[src/hw/rtl/isaac_pkg.sv]
// ----------------------------------------------------------------------------
// isaac_pkg - shared types and constants of the ISAAC generator
// State size, golden-ratio start value, datapath operations and the
// command word that the controller sends to the datapath.
// ----------------------------------------------------------------------------
package isaac_pkg;

  localparam int STATE_WORDS = 256;
  localparam int IDX_W       = $clog2(STATE_WORDS);
  localparam int CNT_W       = IDX_W + 1;
  localparam logic [31:0] GOLDEN = 32'h9e3779b9;

  typedef enum logic [3:0] {
    OP_NONE,
    OP_CLEAR,
    OP_CAPTURE,
    OP_SEED_WR,
    OP_V_INIT,
    OP_SCRAMBLE,
    OP_LOAD,
    OP_V_WR,
    OP_RF_START,
    OP_RF0,
    OP_RF1,
    OP_RF2,
    OP_RF3,
    OP_RF4,
    OP_REQ_RD,
    OP_OUT_LOAD
  } ip_op_t;

  typedef struct packed {
    ip_op_t           op;
    logic [IDX_W-1:0] addr;
    logic [2:0]       ln;
    logic             rd_en;
    logic             add_en;
    logic             src_mem;
  } ip_cmd_t;

  typedef enum logic [4:0] {
    ST_CLEAR,
    ST_IDLE,
    ST_SEED_WR,
    ST_V_INIT,
    ST_MIX,
    ST_LOAD,
    ST_BSCR,
    ST_VWR,
    ST_RF_START,
    ST_RF0,
    ST_RF1,
    ST_RF2,
    ST_RF3,
    ST_RF4,
    ST_REQ_RD,
    ST_REQ_OUT
  } ip_state_t;

  function automatic logic [31:0] scr_shift(input logic [2:0] ln, input logic [31:0] val);
    logic [31:0] res;
    unique case (ln)
      3'd0: res = val << 11;
      3'd1: res = val >> 2;
      3'd2: res = val << 8;
      3'd3: res = val >> 16;
      3'd4: res = val << 10;
      3'd5: res = val >> 4;
      3'd6: res = val << 8;
      3'd7: res = val >> 9;
      default: res = val;
    endcase
    return res;
  endfunction

endpackage

[src/hw/rtl/ip_ctrl.sv]
// ----------------------------------------------------------------------------
// ip_ctrl - ISAAC controller
// Sequences clearing, seed loading, seeding, refills and requests, and
// drives the input and output handshakes.
// ----------------------------------------------------------------------------
module ip_ctrl (
  input  logic               clk,
  input  logic               rst_n,
  input  logic               in_valid,
  output logic               in_stall,
  input  logic               in_mode,
  input  logic               in_seed_last,
  output logic               out_valid,
  input  logic               out_stall,
  output isaac_pkg::ip_cmd_t cmd
);
  import isaac_pkg::*;

  ip_state_t        state_r, state_nxt;
  logic [IDX_W-1:0] idx_r, idx_nxt;
  logic [3:0]       k_r, k_nxt;
  logic [4:0]       blk_r, blk_nxt;
  logic [1:0]       rnd_r, rnd_nxt;
  logic             pass_r, pass_nxt, from_req_r, from_req_nxt;
  logic             seed_r, seed_nxt, last_r, last_nxt, out_valid_r, out_valid_nxt;
  logic [CNT_W-1:0] pos_r, pos_nxt, rem_r, rem_nxt;
  logic             accept, out_free;

  always_ff @(posedge clk) begin
    if (!rst_n) begin
      state_r     <= ST_CLEAR;
      idx_r       <= '0;
      k_r         <= '0;
      blk_r       <= '0;
      rnd_r       <= '0;
      pass_r      <= 1'b0;
      from_req_r  <= 1'b0;
      seed_r      <= 1'b0;
      last_r      <= 1'b0;
      out_valid_r <= 1'b0;
      pos_r       <= '0;
      rem_r       <= '0;
    end else begin
      state_r     <= state_nxt;
      idx_r       <= idx_nxt;
      k_r         <= k_nxt;
      blk_r       <= blk_nxt;
      rnd_r       <= rnd_nxt;
      pass_r      <= pass_nxt;
      from_req_r  <= from_req_nxt;
      seed_r      <= seed_nxt;
      last_r      <= last_nxt;
      out_valid_r <= out_valid_nxt;
      pos_r       <= pos_nxt;
      rem_r       <= rem_nxt;
    end
  end

  assign in_stall  = (state_r != ST_IDLE);
  assign accept    = in_valid & ~in_stall;
  assign out_valid = out_valid_r;
  assign out_free  = ~out_valid_r | ~out_stall;

  always_comb begin
    state_nxt     = state_r;
    idx_nxt       = idx_r;
    k_nxt         = k_r;
    blk_nxt       = blk_r;
    rnd_nxt       = rnd_r;
    pass_nxt      = pass_r;
    from_req_nxt  = from_req_r;
    seed_nxt      = seed_r;
    last_nxt      = last_r;
    pos_nxt       = pos_r;
    rem_nxt       = rem_r;
    out_valid_nxt = out_valid_r & out_stall;
    cmd           = '{op: OP_NONE, addr: idx_r, ln: k_r[2:0],
                      rd_en: 1'b0, add_en: 1'b0, src_mem: pass_r};

    unique case (state_r)
      ST_CLEAR: begin
        cmd.op  = OP_CLEAR;
        idx_nxt = idx_r + 1'b1;
        if (idx_r == IDX_W'(STATE_WORDS - 1)) begin
          rem_nxt   = '0;
          state_nxt = seed_r ? ST_SEED_WR : ST_IDLE;
        end
      end
      ST_IDLE: begin
        if (accept) begin
          cmd.op   = OP_CAPTURE;
          last_nxt = in_seed_last;
          if (in_mode) begin
            if (rem_r == '0) begin
              from_req_nxt = 1'b1;
              state_nxt    = ST_RF_START;
            end else begin
              state_nxt = ST_REQ_RD;
            end
          end else if (pos_r == '0) begin
            seed_nxt  = 1'b1;
            idx_nxt   = '0;
            state_nxt = ST_CLEAR;
          end else begin
            state_nxt = ST_SEED_WR;
          end
        end
      end
      ST_SEED_WR: begin
        seed_nxt = 1'b0;
        if (pos_r < CNT_W'(STATE_WORDS)) begin
          cmd.op   = OP_SEED_WR;
          cmd.addr = pos_r[IDX_W-1:0];
          pos_nxt  = pos_r + 1'b1;
        end
        if (last_r) begin
          pos_nxt      = '0;
          from_req_nxt = 1'b0;
          state_nxt    = ST_V_INIT;
        end else begin
          state_nxt = ST_IDLE;
        end
      end
      ST_V_INIT: begin
        cmd.op    = OP_V_INIT;
        k_nxt     = '0;
        rnd_nxt   = '0;
        state_nxt = ST_MIX;
      end
      ST_MIX: begin
        cmd.op = OP_SCRAMBLE;
        k_nxt  = k_r + 1'b1;
        if (k_r == 4'd7) begin
          k_nxt   = '0;
          rnd_nxt = rnd_r + 1'b1;
          if (rnd_r == 2'd3) begin
            blk_nxt   = '0;
            pass_nxt  = 1'b0;
            state_nxt = ST_LOAD;
          end
        end
      end
      ST_LOAD: begin
        cmd.op     = OP_LOAD;
        cmd.addr   = {blk_r, k_r[2:0]};
        cmd.rd_en  = (k_r != 4'd8);
        cmd.add_en = (k_r != 4'd0);
        k_nxt      = k_r + 1'b1;
        if (k_r == 4'd8) begin
          k_nxt     = '0;
          state_nxt = ST_BSCR;
        end
      end
      ST_BSCR: begin
        cmd.op = OP_SCRAMBLE;
        k_nxt  = k_r + 1'b1;
        if (k_r == 4'd7) begin
          k_nxt     = '0;
          state_nxt = ST_VWR;
        end
      end
      ST_VWR: begin
        cmd.op   = OP_V_WR;
        cmd.addr = {blk_r, k_r[2:0]};
        k_nxt    = k_r + 1'b1;
        if (k_r == 4'd7) begin
          k_nxt   = '0;
          blk_nxt = blk_r + 1'b1;
          if (blk_r == 5'd31) begin
            if (pass_r) begin
              state_nxt = ST_RF_START;
            end else begin
              pass_nxt  = 1'b1;
              state_nxt = ST_LOAD;
            end
          end else begin
            state_nxt = ST_LOAD;
          end
        end
      end
      ST_RF_START: begin
        cmd.op    = OP_RF_START;
        idx_nxt   = '0;
        state_nxt = ST_RF0;
      end
      ST_RF0: begin
        cmd.op    = OP_RF0;
        state_nxt = ST_RF1;
      end
      ST_RF1: begin
        cmd.op    = OP_RF1;
        state_nxt = ST_RF2;
      end
      ST_RF2: begin
        cmd.op    = OP_RF2;
        state_nxt = ST_RF3;
      end
      ST_RF3: begin
        cmd.op    = OP_RF3;
        state_nxt = ST_RF4;
      end
      ST_RF4: begin
        cmd.op    = OP_RF4;
        idx_nxt   = idx_r + 1'b1;
        state_nxt = ST_RF0;
        if (idx_r == IDX_W'(STATE_WORDS - 1)) begin
          rem_nxt   = CNT_W'(STATE_WORDS);
          state_nxt = from_req_r ? ST_REQ_RD : ST_IDLE;
        end
      end
      ST_REQ_RD: begin
        cmd.op    = OP_REQ_RD;
        cmd.addr  = IDX_W'(rem_r - 1'b1);
        rem_nxt   = rem_r - 1'b1;
        state_nxt = ST_REQ_OUT;
      end
      ST_REQ_OUT: begin
        if (out_free) begin
          cmd.op        = OP_OUT_LOAD;
          out_valid_nxt = 1'b1;
          from_req_nxt  = 1'b0;
          state_nxt     = ST_IDLE;
        end
      end
      default: state_nxt = ST_IDLE;
    endcase
  end

  a_rem_range: assert property (@(posedge clk) disable iff (!rst_n)
    rem_r <= CNT_W'(STATE_WORDS))
    else $error("pool count out of range");

  a_pos_range: assert property (@(posedge clk) disable iff (!rst_n)
    pos_r <= CNT_W'(STATE_WORDS))
    else $error("seed position out of range");

  a_req_nonempty: assert property (@(posedge clk) disable iff (!rst_n)
    state_r == ST_REQ_RD |-> rem_r != '0)
    else $error("pool read while pool empty");

  a_out_loaded: assert property (@(posedge clk) disable iff (!rst_n)
    (state_r == ST_REQ_OUT && out_free) |=> out_valid_r)
    else $error("result word not presented");

endmodule

[config.mk]
export PLATFORM = sky130hd
export DESIGN_NAME = ip_ctrl
export DESIGN_NICKNAME = d
export VERILOG_FILES = /design/src/hw/rtl/isaac_pkg.sv /design/src/hw/rtl/ip_ctrl.sv
export SDC_FILE = /design/constraint.sdc
export NUM_CORES = 1
export LEC_CHECK = 0
export BUFFER_PORTS_ARGS = -buffer_cell sky130_fd_sc_hd__buf_2
export CAP_MARGIN = 25
export CELL_PAD_IN_SITES_DETAIL_PLACEMENT = 2
export CELL_PAD_IN_SITES_GLOBAL_PLACEMENT = 2
export CORE_UTILIZATION = 37
export DETAILED_ROUTE_END_ITERATION = 10
export PLACE_DENSITY_LB_ADDON = 0.1
export SYNTH_ARGS = -nofsm -noshare
export SYNTH_HDL_FRONTEND = slang
export SYNTH_SLANG_ARGS = --single-unit
[constraint.sdc]
create_clock -name clk -period 3.7 [get_ports clk]
set_input_delay 0.185 -clock clk [delete_from_list [all_inputs] [get_ports clk]]
set_output_delay 0.185 -clock clk [all_outputs]
set_load 0.01 [all_outputs]
==> results.sh, run 1 <==
export IMPL_grt_max_degree=31
export IMPL_hp_class="input pin to register"
export IMPL_clkSinkCount=46
export IMPL_cts_tree="yes"
export IMPL_num_vias=3143
export IMPL_netlist_area_um2=3020
export IMPL_start_util=0.386
export IMPL_die_area_um2=8520
export IMPL_synth_edf_count=0
export IMPL_synthArstFlopShare=0
export IMPL_rsz0062_at_grt="no"
export IMPL_synth_distinct_cells=60
export IMPL_whs_path_depth=3
export IMPL_drtIter0Drc=176
export IMPL_avgViaCountPerCell=6.02
export IMPL_cp_num_buf_inv=2
export IMPL_area_growth_syn_to_layout_pct=9.04
export IMPL_grt_pass1_vias=3124
export IMPL_antenna_found_initial=0
export IMPL_outcome="complete, no violations"
export IMPL_gp_congestion=0.808
export IMPL_fill_cells=944
export IMPL_drive_gt1_frac=0.124
export IMPL_worst_setup_path_type="register to output port"
export IMPL_post_cts_setup_buffers=0
export IMPL_slew_viol_final=0
export IMPL_ys_flop_type="dfxtp_1"
export IMPL_die_width_um=92.3
export IMPL_crit_path_top_delay_cell="dfxtp_1"
export IMPL_worstMarginPinSlew_ps=923
export IMPL_grt_ovfl_total=0
export IMPL_finalHoldViolCount=0
export IMPL_ctsRootBufferMaster="clkbuf_8"
export IMPL_diodes=0
export IMPL_multi_input_area_um2=1940
export IMPL_setup_viol=0
export IMPL_io_buffers=25
export IMPL_first_pass_iters=4
export IMPL_grtUsageTotal=0.254
export IMPL_cp_arrival_ps=2760
export IMPL_post_route_drc_count=0
export IMPL_maxCapViolCount=0
export IMPL_setup_tns_ps=0
export IMPL_syn_avg_cell_area_um2=7.38
export IMPL_cp_cell_sequence="nand2_1, nor3b_1, buf_4, o22ai_1, a221o_1, buf_2"
export IMPL_rr_worst_depth=5
export IMPL_synth_seq_area_share=0.305
export IMPL_ctsResizeCount=0
export IMPL_hold_buffers=0
export IMPL_ant_nets=0
export IMPL_hold_path_startpoint="in_seed_last"
export IMPL_startpoint_type="register"
export IMPL_die_y_um=92.3
export IMPL_seq_area_um2=921
export IMPL_ir_worst_vdd_uv=172
export IMPL_cp_top_family="flip-flops"
export IMPL_cts_buffers_inserted=5
export IMPL_end_kind="output port"
export IMPL_htreeDepth=2
export IMPL_fin_crit_sh=0.797
export IMPL_max_slew_margin=0.384
export IMPL_grt_pass1_wl_um=16700
export IMPL_num_rows=32
export IMPL_synth_warnings=0
export IMPL_num_nets_final=435
export IMPL_drt_total_wl_um=10400
export IMPL_synth_seq_cells=46
export IMPL_dp_hpwl_um=7730
export IMPL_final_setup_skew_ps=6.01
export IMPL_cts_buffer_depth=2
export IMPL_max_freq_mhz=339
export IMPL_r2r_slack_ps=1120
export IMPL_clk_latency_ps=310
export IMPL_pin_count=26
export IMPL_reg2reg_from="state_r[2]"
export IMPL_synth_cells=409
export IMPL_min_period_ps=2950
export IMPL_dpl_instance_area_um2=3180
export IMPL_worst_path_largest_cell_delay_ps=910
export IMPL_clkTransAtPathRegs_ps=90
export IMPL_required_ps=3510
export IMPL_power_density_nw_per_um2=284
export IMPL_wl_per_cell_um=19.9
export IMPL_crit_fanout=25
export IMPL_fin_area_um2=3290
export IMPL_syn_nets=424
export IMPL_p_leak_uw=0.00124
export IMPL_worst_r2r_endpoint="state_r[1]"
export IMPL_core_area_um2=7810
export IMPL_holdPathEnd="last_r"
==> metrics by stage <==
| stage | instances | power [uW] | hold WS, ps | utilization | setup WS (ps) |
|---|---|---|---|---|---|
| floorplan | 409 | 528 | 323 | - | 1600 |
| global placement | 515 | 543 | 450 | 0.407 | 1210 |
| detailed placement | 515 | 544 | 457 | 0.407 | 1130 |
| CTS | 522 | 951 | 124 | 0.421 | 755 |
| global route | 522 | 969 | 144 | 0.421 | 596 |
| finish | 522 | 935 | 127 | 0.421 | 750 |
==> layout by cell type, fill, tap and decap left out, drive strengths merged, types with 5 or more instances in the layout <==
cell type,n
nand2,53
nor2,50
dfxtp,46
a21oi,36
o21ai,27
buf,27
nor3,16
nand3,13
inv,13
nand2b,9
ha,9
a31oi,8
or3,8
xnor2,7
clkbuf,6
nor3b,5
or2,5
a221oi,5
or3b,5
==> worst reg2reg max path: cells and delay by family, from the launching register on <==
family	cells	cell delay, ps
flip-flops	1	910
AO/OA/AOI/OAI	3	670
AND/OR/NAND/NOR	2	930
==> synth_stat cells, drive strengths merged, types with 3 or more instances <==
master | count | area, um2
nor4 | 3 | 18.8
o21ai | 27 | 135
nand4 | 4 | 25.0
nand3 | 13 | 65.1
a222oi | 4 | 40.0
or3 | 8 | 55.1
nand2 | 53 | 199
nand3b | 3 | 22.5
nand2b | 9 | 56.3
a221oi | 5 | 43.8
o21a | 3 | 22.5
xnor2 | 7 | 61.3
a31oi | 8 | 50.1
mux2i | 4 | 40.0
a21oi | 36 | 184
or2 | 5 | 31.3
ha | 9 | 113
clkbuf | 13 | 48.8
and3 | 4 | 25.0
or3b | 5 | 46.3
a22oi | 3 | 22.5
nor3b | 5 | 37.5
dfxtp | 46 | 921
xor2 | 3 | 26.3
inv | 13 | 48.8
nor2 | 50 | 188
nor3 | 16 | 80.1
buf | 10 | 58.8
==> where the power goes <==
part,switching [uW],internal [uW]
registers,3.87,497
clock network,186,217
logic,21.0,9.89
==> worst max-delay path by stage <==
stage	end	slack [ps]	depth (start not counted)	start
2_1_floorplan	rem_r[8]	1600	7	rem_r[0]
3_3_place_gp	cmd[8]	1210	6	state_r[2]
3_5_place_dp	cmd[8]	1130	6	state_r[2]
4_1_cts	cmd[8]	760	6	state_r[2]
5_1_grt	cmd[8]	600	6	state_r[2]
6_report	cmd[8]	750	6	state_r[2]
==> cells by family after synthesis <==
| group | share of synthesized area |
|---|---|
| AOI/OAI and AO/OA | 0.247 |
| DFF | 0.305 |
| muxes | 0.0170 |
| xor gates and xnor gates | 0.0290 |
| adders and majority gates | 0.0373 |
| buffers and inverters | 0.0518 |
| and+or+nand+nor | 0.313 |
==> registers in the layout, indices dropped and copies added, names as in the netlist <==
signal,count
pos_r,9
rnd_r,2
seed_r,1
k_r,4
state_r,4
from_req_r,1
pass_r,1
rem_r,9
blk_r,5
idx_r,8
out_valid,1
last_r,1
==> area by class of cell <==
cell class | count | share of cell area
multi-input combinational | 327 | 0.590
sequential | 46 | 0.280
timing repair buffer | 27 | 0.0426
tap | 102 | 0.0388
clock buffer | 6 | 0.0251
inverter | 13 | 0.0148
clock inverter | 1 | 0.00913
==> per-layer routing <==
metal	vias to the layer above	wire (um)	GRT usage
met5	-	0	0
met4	0	148	0.0729
met3	14	292	0.0328
met2	54	4980	0.428
met1	1573	4970	0.338
li1	1502	-	-
Power figures use the tool's default switching activity.
==> inputs of run 2 (changes only) <==
--- a/config.mk
+++ b/config.mk
@@ -9,7 +9,7 @@
 export CAP_MARGIN = 25
 export CELL_PAD_IN_SITES_DETAIL_PLACEMENT = 2
 export CELL_PAD_IN_SITES_GLOBAL_PLACEMENT = 2
-export CORE_UTILIZATION = 37
+export CORE_UTILIZATION = 31
 export DETAILED_ROUTE_END_ITERATION = 10
 export PLACE_DENSITY_LB_ADDON = 0.1
 export SYNTH_ARGS = -nofsm -noshare
==> constraint.sdc (replaced) <==
create_clock -name clk -period 2.6 [get_ports clk]
set_input_delay 0.13 -clock clk [delete_from_list [all_inputs] [get_ports clk]]
set_output_delay 0.13 -clock clk [all_outputs]
set_load 0.01 [all_outputs]
==> results.sh, run 2 (synthesis results as in run 1) <==
export IMPL_post_route_drc_count=0
export IMPL_dpl_instance_area_um2=3350
export IMPL_worst_setup_path_type="register to output port"
export IMPL_num_nets_final=455
export IMPL_cp_arrival_ps=2370
export IMPL_grt_ovfl_total=0
export IMPL_drt_total_wl_um=11100
export IMPL_fin_crit_sh=0.960
export IMPL_grt_max_degree=20
export IMPL_final_cell_mix="nand2_1, nor2_1, dfxtp_1"
export IMPL_slew_viol_final=0
export IMPL_maxCapViolCount=0
export IMPL_htreeDepth=2
export IMPL_die_width_um=101
export IMPL_p_leak_uw=0.00134
export IMPL_grt_pass1_wl_um=18100
export IMPL_cts_tree="yes"
export IMPL_io_buffers=25
export IMPL_clkSinkCount=46
export IMPL_grt_pass1_vias=3331
export IMPL_crit_fanout=19
export IMPL_startpoint_type="register"
export IMPL_first_pass_iters=4
export IMPL_clk_latency_ps=300
export IMPL_ir_worst_vdd_uv=183
export IMPL_num_vias=3173
export IMPL_clkTransAtPathRegs_ps=90
export IMPL_pin_count=26
export IMPL_worstMarginPinSlew_ps=644
export IMPL_max_freq_mhz=401
export IMPL_dp_hpwl_um=8580
export IMPL_end_kind="output port"
export IMPL_final_setup_skew_ps=6.92
export IMPL_final_util=0.373
export IMPL_core_area_um2=9330
export IMPL_grtUsageTotal=0.231
export IMPL_area_growth_syn_to_layout_pct=15.5
export IMPL_cts_buffers_inserted=5
export IMPL_gp_congestion=0.837
export IMPL_drtIter0Drc=152
export IMPL_cts_buffer_depth=2
export IMPL_ctsRootBufferMaster="clkbuf_8"
export IMPL_required_ps=2470
export IMPL_setup_viol=0
export IMPL_avgViaCountPerCell=5.57
export IMPL_grt_busiest_layer="met2"
export IMPL_die_area_um2=10100
export IMPL_diodes=0
export IMPL_fin_area_um2=3480
export IMPL_min_period_ps=2500
export IMPL_largest_registers="pos_r x9, rem_r x9, idx_r x8"
export IMPL_power_density_nw_per_um2=377
export IMPL_outcome="complete, no violations"
export IMPL_num_rows=35
export IMPL_die_y_um=101
export IMPL_finalHoldViolCount=0
export IMPL_final_common_cell="nand2_1"
export IMPL_max_slew_margin=0.570
export IMPL_wl_per_cell_um=19.5
export IMPL_drive_gt1_frac=0.175
export IMPL_hp_class="input pin to register"
export IMPL_ant_nets=0
export IMPL_grtUsageMet3=0.0215
export IMPL_grtUsageMet2=0.385
export IMPL_antenna_found_initial=0
export IMPL_use_met1=0.326
export IMPL_start_util=0.323
-- run 2: cell count changes in the layout (fill, tap and decap cells not counted), sizes merged --
cell / before / now
buf: 27 / 47
clkinvlp: 0 / 1
-- run 2: worst max-delay path: stages, from the launching register on --
cell     delay, ps
dfxtp_1        520
or3b_2         540
a21oi_1        290
o22ai_1        170
a221o_1        390
buf_2          150
-- run 2: path summary, 6_finish.rpt --
kind / start / to / slack (ps) / cells past startpoint
hold / removal: in_seed_last / last_r / 70 / 3
hold reg to reg: rnd_r[0] / rnd_r[0] / 490 / 2
setup / recovery: state_r[0] / cmd[8] / 100 / 5
setup reg to reg: rem_r[0] / state_r[2] / 200 / 8
-- run 2: repair_timing --
item                       4_1_cts  5_1_grt
buffers inserted                 0        1
gates resized for setup          0        5
hold buffers                     0        0
setup endpoints to repair        0        8
-- run 2: report_power, final --
part / leakage [uW] / total [uW] / switching, uW / internal [uW]
Combinational: 0.000917 / 46.0 / 31.0 / 15.0
Sequential: 0.000372 / 713 / 5.30 / 708
Clock: 0.0000514 / 554 / 267 / 288
Total: 0.00134 / 1310 / 303 / 1010
-- run 2: through the flow --
stage	TNS, ps	power, uW	setup WS, ps	hold WS [ps]	instances
3_3_place_gp	0	775	415	390	561
4_1_cts	0	1330	51.8	67.6	569
6_report	0	1310	105	71.9	570
3_5_place_dp	0	776	325	394	561
5_1_grt	-2.39	1370	-2.39	88.1	570
2_1_floorplan	0	752	495	268	409
-- run 2: area by class of cell --
type	instances	area, um2
flip-flops and latches	46	923
multi-input cells	327	1950
clock buffers	6	72.6
clock inverters	2	37.5
repair buffers	47	290
inverters	13	48.8
fillers	1139	5840
well taps	129	161
-- run 2: layer usage --
| layer | share of wire | up-vias |
|---|---|---|
| met4 | 0.0085 | 0 |
| li1 | - | 1549 |
| met1 | 0.48 | 1574 |
| met3 | 0.036 | 6 |
| met2 | 0.47 | 44 |
| met5 | 0 | - |
==> inputs of run 3 (changes only) <==
--- a/config.mk
+++ b/config.mk
@@ -9,8 +9,9 @@
 export CAP_MARGIN = 25
 export CELL_PAD_IN_SITES_DETAIL_PLACEMENT = 2
 export CELL_PAD_IN_SITES_GLOBAL_PLACEMENT = 2
-export CORE_UTILIZATION = 31
+export CORE_UTILIZATION = 35
 export DETAILED_ROUTE_END_ITERATION = 10
+export GPL_TIMING_DRIVEN = 0
 export PLACE_DENSITY_LB_ADDON = 0.1
 export SYNTH_ARGS = -nofsm -noshare
 export SYNTH_HDL_FRONTEND = slang
==> constraint.sdc (replaced) <==
create_clock -name clk -period 2.65 [get_ports clk]
set_input_delay 0.1325 -clock clk [delete_from_list [all_inputs] [get_ports clk]]
set_output_delay 0.1325 -clock clk [all_outputs]
set_load 0.01 [all_outputs]
==> results.sh, run 3 (synthesis results as in run 1) <==
export IMPL_outcome="complete, no violations"
export IMPL_worst_setup_path_type="register to output port"
export IMPL_final_cell_mix="nand2_1, nor2_1, dfxtp_1"
export IMPL_fill_cells=994
export IMPL_worst_path_largest_cell_delay_ps=430
export IMPL_rsz0062_at_grt="no"
export IMPL_cts_buffer_depth=2
export IMPL_largest_registers="pos_r x9, rem_r x9, idx_r x8"
export IMPL_fin_crit_sh=0.959
export IMPL_worstMarginPinSlew_ps=781
export IMPL_antenna_found_initial=0
export IMPL_gp_congestion=0.842
export IMPL_finalHoldViolCount=0
export IMPL_min_period_ps=2540
export IMPL_startpoint_type="register"
export IMPL_clkTransAtPathRegs_ps=110
export IMPL_pin_count=26
export IMPL_io_buffers=25
export IMPL_start_util=0.363
export IMPL_cp_arrival_ps=2410
export IMPL_dp_hpwl_um=8600
export IMPL_die_area_um2=8990
export IMPL_final_common_cell="nand2_1"
export IMPL_clkSinkCount=46
export IMPL_drt_total_wl_um=11400
export IMPL_die_width_um=94.8
export IMPL_grt_pass1_wl_um=17600
export IMPL_die_y_um=94.8
export IMPL_slew_viol_final=0
export IMPL_ctsResizeCount=4
export IMPL_clk_latency_ps=320
export IMPL_cp_top_family="simple AND/OR/NAND/NOR gates"
export IMPL_ctsRootBufferMaster="clkbuf_8"
export IMPL_cp_num_buf_inv=2
export IMPL_grt_max_degree=17
export IMPL_first_pass_iters=6
export IMPL_crit_path_top_delay_cell="or3b_4"
export IMPL_power_density_nw_per_um2=385
export IMPL_post_route_drc_count=0
export IMPL_maxCapViolCount=0
export IMPL_setup_viol=0
export IMPL_post_cts_setup_buffers=0
export IMPL_cts_buffers_inserted=5
export IMPL_num_nets_final=456
export IMPL_hp_class="input pin to register"
export IMPL_wl_per_cell_um=20.8
export IMPL_fin_area_um2=3430
export IMPL_ir_worst_vdd_uv=185
export IMPL_required_ps=2520
export IMPL_drive_gt1_frac=0.156
export IMPL_area_growth_syn_to_layout_pct=13.6
export IMPL_drtIter0Drc=179
export IMPL_grt_ovfl_total=0
export IMPL_cp_cell_sequence="inv_1, ha_2, or3b_4, or3_4, xnor2_1, a222oi_1, nand2_1, buf_2"
export IMPL_end_kind="output port"
export IMPL_avgViaCountPerCell=5.98
export IMPL_diodes=0
export IMPL_core_area_um2=8300
export IMPL_ant_nets=0
export IMPL_max_freq_mhz=394
export IMPL_htreeDepth=2
export IMPL_final_setup_skew_ps=14.1
export IMPL_crit_fanout=5
export IMPL_grt_pass1_vias=3315
export IMPL_setup_tns_ps=0
export IMPL_num_vias=3270
export IMPL_num_rows=33
export IMPL_grtUsageTotal=0.263
export IMPL_dpl_instance_area_um2=3270
export IMPL_hold_buffers=0
export IMPL_p_leak_uw=0.00131
export IMPL_max_slew_margin=0.474
export IMPL_cts_tree="yes"
[run 3: layer usage]
metal  track usage  vias up  share of wire
li1              -     1551              -
met1         0.351     1644           0.46
met2         0.445       62           0.49
met3        0.0298       13          0.037
met4        0.0694        0          0.011
met5             0        -              0
[run 3: final cells by class]
cell class,count,area (um2),area share
Clock buffer,5,68.8,0.0201
Sequential cell,46,921,0.269
Multi-Input combinational cell,327,1970,0.575
Timing Repair Buffer,25,125,0.0365
Clock inverter,3,48.8,0.0142
Tap cell,105,131,0.0383
Inverter,13,48.8,0.0142
Buffer,23,113,0.0328
[run 3: per-stage QoR]
stage	std cells	hold slack, ps	power, uW	utilization	setup WS [ps]
5_1_grt	547	81.5	1360	0.413	25.8
3_5_place_dp	539	394	762	0.394	114
4_1_cts	547	50.7	1340	0.410	26.2
3_3_place_gp	539	396	761	0.394	138
2_1_floorplan	409	271	737	-	545
6_report	547	62.1	1320	0.413	110
[run 3: tightest hold or removal path: cells and delay by family]
kind	cells	cell delay, ps
buffers and inverters	1	90
AO/OA/AOI/OAI	1	50
AND/OR/NAND/NOR	1	60
[run 3: final timing paths]
path                                   start         end  slack [ps]  depth (start not counted)
worst max-delay path                rem_r[0]     cmd[12]         110                          8
worst min-delay path            in_seed_last      last_r          60                          3
worst max register to register      rem_r[0]  state_r[1]         300                          7
worst min register to register      rnd_r[1]    rnd_r[1]         500                          2
[run 3: power by group]
part / total [uW] / internal (uW) / switching [uW]
Sequential: 700 / 695 / 4.96
Combinational: 45.9 / 14.1 / 31.8
Clock: 574 / 288 / 286
Total: 1320 / 997 / 323
